==> src/rtl/core/tmc_pkg.sv <==
// ----------------------------------------------------------------------------
// tmc_pkg
// shared types, sizes and helpers of the tlp memory completer
// ----------------------------------------------------------------------------
package tmc_pkg;

	localparam int MEM_BYTES      = 65536;
	localparam int BOUNDARY_BYTES = 16384;
	localparam int WORDS          = MEM_BYTES / 4;
	localparam int BANK_DEPTH     = WORDS / 2;
	localparam int WORD_AW        = $clog2(WORDS);
	localparam int BANK_AW        = $clog2(BANK_DEPTH);
	localparam int BND_W          = $clog2(BOUNDARY_BYTES);
	localparam int CHUNK_W        = (BND_W + 1 > 12) ? BND_W + 1 : 12;

	localparam logic [31:0] CPL_HDR0   = 32'h4A00_0000;
	localparam logic [15:0] CID_RESET  = 16'd220;

	typedef struct packed {
		logic        mode;
		logic [31:0] packet_word;
	} tmc_in_t;

	typedef struct packed {
		logic [31:0] out_word;
		logic        word_valid;
		logic        is_header;
		logic        request_done;
		logic        batch_done;
		logic        overrun_seen;
	} tmc_out_t;

	typedef struct packed {
		tmc_out_t   res;
		logic       is_data;
		logic [3:0] keep;
		logic [1:0] shift;
	} tmc_meta_t;

	typedef struct packed {
		logic               wr_en;
		logic [WORD_AW-1:0] wr_idx;
		logic [3:0]         wr_be;
		logic [31:0]        wr_data;
		logic               rd_en;
		logic [WORD_AW-1:0] rd_idx;
	} tmc_mem_req_t;

	function automatic logic [2:0] ones4(input logic [3:0] v);
		ones4 = 3'(v[0]) + 3'(v[1]) + 3'(v[2]) + 3'(v[3]);
	endfunction

endpackage

==> src/rtl/core/tmc_ctrl.sv <==
// ----------------------------------------------------------------------------
// tmc_ctrl
// request parser and completion sequencer
// ----------------------------------------------------------------------------
module tmc_ctrl
	import tmc_pkg::*;
(
	input  logic         clk,
	input  logic         arst_n,
	input  logic         accept,
	input  tmc_in_t      in_data,
	input  logic         cfg_we,
	input  logic [15:0]  cfg_wdata,
	output tmc_mem_req_t mem_req,
	output tmc_meta_t    meta
);

	typedef enum logic [1:0] {PH_HDR, PH_ID, PH_ADDR, PH_DATA} phase_t;
	typedef enum logic [1:0] {EM_H0, EM_H1, EM_H2, EM_DATA} emit_t;

	phase_t      phase_q;
	emit_t       emit_q;
	logic        is_write_q, skip_q, rd_pend_q, end_pend_q, ovr_q;
	logic [9:0]  len_q, idx_q;
	logic [3:0]  fbe_q, lbe_q;
	logic [15:0] req_id_q, cid_q;
	logic [7:0]  tag_q;
	logic [31:0] wbase_q, ra_q;
	logic [11:0] bl_q, chunk_q;

	logic [31:0]        w, waddr, wb_next;
	logic [3:0]         be_sel;
	logic               w_in_range;
	logic [9:0]         idx_next;
	logic [CHUNK_W-1:0] bnd_left;
	logic [11:0]        chunk_sel, total;
	logic [2:0]         n;
	logic [12:0]        wcount;

	always_comb begin
		w        = in_data.packet_word;
		be_sel   = (idx_q == '0) ? fbe_q : (idx_q == len_q - 1'b1) ? lbe_q : 4'hF;
		waddr    = wbase_q + {20'b0, idx_q, 2'b00};
		w_in_range = waddr < 32'(MEM_BYTES);
		idx_next = idx_q + 1'b1;
		wb_next  = {w[31:2], 2'b00};
		bnd_left = CHUNK_W'(BOUNDARY_BYTES) - CHUNK_W'(ra_q[BND_W-1:0]);
		chunk_sel = (bnd_left > CHUNK_W'(bl_q)) ? bl_q : 12'(bnd_left);
		wcount   = ({1'b0, chunk_sel} + 13'd3) >> 2;
		n        = (chunk_q < 12'd4) ? chunk_q[2:0] : 3'd4;
		if (len_q == '0)
			total = '0;
		else if (len_q == 10'd1)
			total = 12'(ones4(fbe_q));
		else
			total = {len_q, 2'b00} - 12'd8 + 12'(ones4(fbe_q)) + 12'(ones4(lbe_q));
	end

	always_comb begin
		mem_req         = '0;
		mem_req.wr_en   = accept && !in_data.mode && phase_q == PH_DATA && !skip_q && w_in_range;
		mem_req.wr_idx  = waddr[WORD_AW+1:2];
		mem_req.wr_be   = be_sel;
		mem_req.wr_data = w;
		mem_req.rd_en   = accept && in_data.mode && rd_pend_q && emit_q == EM_DATA;
		mem_req.rd_idx  = ra_q[WORD_AW+1:2];

		meta                  = '0;
		meta.res.overrun_seen = ovr_q;
		meta.shift            = ra_q[1:0];
		for (int j = 0; j < 4; j++)
			meta.keep[j] = (3'(j) < n) && ((ra_q + 32'(j)) < 32'(MEM_BYTES));
		if (rd_pend_q) begin
			meta.res.word_valid = 1'b1;
			unique case (emit_q)
				EM_H0: begin
					meta.res.out_word  = CPL_HDR0 | {22'b0, wcount[9:0]};
					meta.res.is_header = 1'b1;
				end
				EM_H1: begin
					meta.res.out_word  = {cid_q, 4'b0, bl_q};
					meta.res.is_header = 1'b1;
				end
				EM_H2: begin
					meta.res.out_word  = {req_id_q, tag_q, 1'b0, ra_q[6:0]};
					meta.res.is_header = 1'b1;
				end
				EM_DATA: begin
					meta.is_data          = 1'b1;
					meta.res.request_done = (chunk_q == 12'(n)) && (bl_q == 12'(n));
				end
				default: ;
			endcase
		end else if (end_pend_q) begin
			meta.res.word_valid = 1'b1;
			meta.res.batch_done = 1'b1;
		end
	end

	always_ff @(posedge clk or negedge arst_n) begin
		if (!arst_n) begin
			phase_q    <= PH_HDR;
			emit_q     <= EM_H0;
			is_write_q <= 1'b0;
			skip_q     <= 1'b0;
			rd_pend_q  <= 1'b0;
			end_pend_q <= 1'b0;
			ovr_q      <= 1'b0;
			len_q      <= '0;
			idx_q      <= '0;
			fbe_q      <= '0;
			lbe_q      <= '0;
			req_id_q   <= '0;
			cid_q      <= CID_RESET;
			tag_q      <= '0;
			wbase_q    <= '0;
			ra_q       <= '0;
			bl_q       <= '0;
			chunk_q    <= '0;
		end else begin
			if (cfg_we)
				cid_q <= cfg_wdata;
			if (accept && !in_data.mode) begin
				unique case (phase_q)
					PH_HDR: begin
						if (w[31]) begin
							end_pend_q <= 1'b1;
						end else begin
							is_write_q <= w[30];
							len_q      <= w[9:0];
							phase_q    <= PH_ID;
						end
					end
					PH_ID: begin
						req_id_q <= w[31:16];
						tag_q    <= w[15:8];
						lbe_q    <= w[7:4];
						fbe_q    <= w[3:0];
						phase_q  <= PH_ADDR;
					end
					PH_ADDR: begin
						if (is_write_q) begin
							wbase_q <= wb_next;
							skip_q  <= wb_next >= 32'(MEM_BYTES);
							idx_q   <= '0;
							phase_q <= (len_q == '0) ? PH_HDR : PH_DATA;
						end else begin
							phase_q <= PH_HDR;
							if (rd_pend_q || end_pend_q) begin
								ovr_q <= 1'b1;
							end else if (total != '0) begin
								ra_q      <= w;
								bl_q      <= total;
								chunk_q   <= '0;
								emit_q    <= EM_H0;
								rd_pend_q <= 1'b1;
							end
						end
					end
					PH_DATA: begin
						idx_q <= idx_next;
						if (idx_next >= len_q)
							phase_q <= PH_HDR;
					end
					default: ;
				endcase
			end
			if (accept && in_data.mode) begin
				if (rd_pend_q) begin
					unique case (emit_q)
						EM_H0: begin
							chunk_q <= chunk_sel;
							emit_q  <= EM_H1;
						end
						EM_H1: emit_q <= EM_H2;
						EM_H2: emit_q <= EM_DATA;
						EM_DATA: begin
							ra_q    <= ra_q + 32'(n);
							bl_q    <= bl_q - 12'(n);
							chunk_q <= chunk_q - 12'(n);
							if (chunk_q == 12'(n)) begin
								emit_q <= EM_H0;
								if (bl_q == 12'(n))
									rd_pend_q <= 1'b0;
							end
						end
						default: ;
					endcase
				end else if (end_pend_q) begin
					end_pend_q <= 1'b0;
				end
			end
		end
	end

endmodule

==> config.mk <==
export PLATFORM = sky130hd
export DESIGN_NAME = tmc_ctrl
export DESIGN_NICKNAME = d
export VERILOG_FILES = /design/src/rtl/core/tmc_pkg.sv /design/src/rtl/core/tmc_ctrl.sv
export SDC_FILE = /design/constraint.sdc
export NUM_CORES = 1
export LEC_CHECK = 0
export BUFFER_PORTS_ARGS = -buffer_cell sky130_fd_sc_hd__buf_4
export CAP_MARGIN = 20
export CELL_PAD_IN_SITES_DETAIL_PLACEMENT = 0
export CELL_PAD_IN_SITES_GLOBAL_PLACEMENT = 2
export CORE_ASPECT_RATIO = 0.7
export CORE_UTILIZATION = 33
export CTS_CLUSTER_DIAMETER = 120
export DETAILED_ROUTE_END_ITERATION = 6
export GPL_TIMING_DRIVEN = 0
export PLACE_DENSITY_LB_ADDON = 0.1
export SYNTH_ARGS = -nofsm -noshare
export SYNTH_HDL_FRONTEND = slang
export SYNTH_SLANG_ARGS = --single-unit
==> constraint.sdc <==
create_clock -name clk -period 4.6 [get_ports clk]
set_clock_uncertainty 0.1 [all_clocks]
set_input_delay 0.92 -clock clk [delete_from_list [all_inputs] [get_ports clk]]
set_output_delay 0.92 -clock clk [all_outputs]
set_load 0.005 [all_outputs]
==> results.json <==
{
  "cts_tree": "yes",
  "slew_headroom_pct": 38.5,
  "post-route-period-util_pct": 114,
  "cp-start-kind": "register",
  "syn2layout_area_growth_pct": 29.9,
  "antenna_left": 0,
  "violations": "setup timing",
  "n_antenna_cell": 0,
  "synth_seq_cells": 163,
  "min_path_type": "reg -> reg",
  "initial_utilization_pct": 33.6,
  "p_per_area_nw_per_um2": 735,
  "tightestPinTransition_ps": 923,
  "path_clk_slew_ps": 70,
  "coreArea_um2": 38500,
  "fmax_ghz": 0.190,
  "gp_congestion": 0.896,
  "synth-seq-area-share_pct": 31.6,
  "cts_buffer_depth": 2,
  "crit_path_end": "meta[12]",
  "grt_pass1_vias": 11900,
  "path_class": "reg -> out",
  "grtUsageTotal_pct": 26.2,
  "yosysWarnings": 0,
  "worstSetupStartpoint": "ra_q[3]",
  "cp.required_ps": 3580,
  "hold_viol_final": 0,
  "critPathArrivalTime_ps": 4240,
  "synth_cell_types": 85,
  "p_leak_nw": 7.33,
  "cp_cell_sequence": "buf_6, nor4_4, nand2_1, or3_4, xnor2_4, inv_2, ha_4, and3_4, nand3_4, a31oi_4, a21oi_4, o221ai_4, buf_6, mux2_4, a222oi_1, nor2_1, buf_4",
  "via_per_inst": 5.60,
  "grt_max_degree": 88,
  "portBuffers": 161,
  "wirelength_um": 52900,
  "status": "finished with violations",
  "drt_iter0_drc": 1250,
  "power_mw": 12.3,
  "setup_viol": 10,
  "clock-sinks": 163,
  "synth_edf_count": 0,
  "cts_max_level": 4,
  "post-place-ws_ps": -1340,
  "std_cell_rows": 60,
  "synthFlopType": "dfrtp_1",
  "async_flop_share_pct": 100,
  "max_cap_viol_count": 0,
  "worstSetupEndpointType": "primary output",
  "reg2reg_depth": 18,
  "clk_latency_ps": 450,
  "first_pass_iters": 6,
  "avgSynthCellArea_um2": 8.74,
  "synth_cells": 1479,
  "wl_per_cell_um": 23.4,
  "slew_violations": 0,
  "io_pins": 163,
  "cp_slowest_stage_delay_ps": 430,
  "layout_setup_ws_ps": -664,
  "cpMostUsedCell": "buf_6",
  "synth_fp_nets": 1609,
  "crit_cells": 17,
  "netlist_area_um2": 12900,
  "dpl.hpwl_um": 39600,
  "vdd_drop_max_v": 0.000317,
  "die_y_um": 168,
  "critPathTopFamily": "simple AND/OR/NAND/NOR gates",
  "period_needed_ps": 5260,
  "die_area_um2": 40000,
  "vias": 12700,
  "rsz0062_at_grt": "true",
  "r2r-end": "ra_q[22]",
  "nNetsFinal": 1853,
  "numCtsBuffers": 17,
  "path_buf_inv": 4,
  "grt_remaining_overflow": 0,
  "die_w_um": 239,
  "drc_errors": 0,
  "layout-drive-gt1-share_pct": 30.1,
  "reg2reg_from": "fbe_q[3]",
  "final_core_util_pct": 43.6,
  "grt_pass1_wl_um": 78000,
  "ff2ff_setup_slack_ps": 130,
  "antenna_found_initial": 0,
  "cp_max_fo": 4,
  "cts-root-buf": "clkbuf_16",
  "crit_slowest_cell": "dfrtp_2"
}
==> flip-flops by register name (all words and copies together), names as in the netlist <==
signal,flops
ra_q,32
wbase_q,30
cid_q,16
req_id_q,16
bl_q,12
chunk_q,12
idx_q,10
len_q,10
tag_q,8
fbe_q,4
lbe_q,4
emit_q,2
phase_q,2
end_pend_q,1
is_write_q,1
ovr_q,1
rd_pend_q,1
skip_q,1
==> how the worst min path moves through the flow <==
stage / from / to / slack (ps) / cells after the start
after floorplan: ovr_q / ovr_q / 340 / 1
final: ovr_q / ovr_q / 380 / 1
after global placement: ovr_q / ovr_q / 360 / 1
after global routing: ovr_q / ovr_q / 400 / 1
after detailed placement: ovr_q / ovr_q / 360 / 1
after CTS: ovr_q / ovr_q / 380 / 1
==> timing repair <==
item,4_1_cts,5_1_grt
pin swaps,19,39
gates resized for setup,84,75
endpoints found under the setup margin,71,73
cloned,0,3
hold buffers,0,0
buffers inserted,31,31
==> cells in the final DEF (no fill, tap or decap), drive strengths merged, types with 43 or more instances in the layout <==
| cell | Yosys | routed |
|---|---|---|
| inv | 71 | 76 |
| nand2 | 108 | 108 |
| nor2 | 118 | 118 |
| nand3 | 61 | 61 |
| mux2 | 77 | 77 |
| o21ai | 74 | 74 |
| xnor2 | 52 | 52 |
| dfrtp | 158 | 158 |
| ha | 70 | 70 |
| nor3 | 43 | 43 |
| clkbuf | 56 | 77 |
| a21oi | 61 | 61 |
| buf | 76 | 299 |
==> routing by layer <==
| layer | track usage, % | share of wire (%) | vias to the layer above |
|---|---|---|---|
| li1 | - | - | 5846 |
| met1 | 40.0 | 50 | 6305 |
| met2 | 36.8 | 41 | 484 |
| met3 | 5.49 | 7.5 | 47 |
| met4 | 6.35 | 1.9 | 0 |
| met5 | 0 | 0 | - |
==> cell usage after synthesis (all sizes together), types with 9 or more instances <==
cell type	instances	area, um2
nor4	26	169
buf	76	516
clkbuf	56	210
nand4	23	144
a221oi	10	87.6
o22ai	14	87.6
mux2	77	867
nor2	118	445
or3	18	118
o211ai	12	90.1
nand2	108	408
ha	70	876
a21oi	61	305
o211a	10	100
and3	21	131
nor3	43	230
a31oi	20	125
and2	16	100
inv	71	267
nor2b	18	113
a31o	9	78.8
a211oi	9	67.6
o21a	9	67.6
a21o	14	105
nand2b	12	75.1
mux2i	23	230
nand3	61	305
a22oi	24	180
o21ai	74	370
dfrtp	158	3950
and4	9	78.8
xor2	32	280
xnor2	52	474
==> cell families (layout without fill, tap and decap cells) <==
group / after synthesis / count (layout) / synth area share [%]
compound gates: 350 / 350 / 18.9
simple gates: 500 / 500 / 19.6
other cells: 1 / 1 / 0.0290
buf+inv: 204 / 461 / 7.70
fa+ha+maj: 77 / 77 / 7.86
xor+xnor: 84 / 84 / 5.83
flops: 163 / 163 / 31.6
mux: 100 / 100 / 8.48
==> worst reg2reg max path, stage by stage, from the launching register on <==
cell and delay [ps]:
dfrtp_1 370, inv_2 50, fa_1 550, inv_2 50, ha_4 150, ha_4 290
ha_4 200, nor2b_4 120, o31a_1 310, buf_4 150, a211oi_2 280, mux2i_2 150
a2111oi_4 390, and4b_2 340, buf_6 170, nor2_4 70, buf_12 140, clkbuf_16 160
o311a_1 330
==> power breakdown <==
group	switching, mW	internal (mW)	total, mW
Sequential	0.708	2.05	2.76
Clock	0.704	0.894	1.60
Combinational	4.37	3.62	7.99
Total	5.78	6.57	12.3
==> final cells by class <==
class / count / area, um2
fillers: 3878 / 21700
clock inverters: 13 / 193
flip-flops and latches: 163 / 4100
plain buffers: 129 / 793
clock buffers: 19 / 443
inverters: 72 / 287
repair buffers: 228 / 1820
multi-input cells: 1112 / 8510
well taps: 527 / 659
==> metrics by stage <==
stage	std cells	TNS [ps]	instance area, um2	hold slack (ps)
detailed placement	2168	-32140	14900	364
finish	2263	-5740	16800	377
global route	2263	-7330	16800	403
CTS	2228	-5800	16100	380
global placement	2167	-33350	14800	361
floorplan	1479	0	12900	344
(Power assumes the default switching activity.)
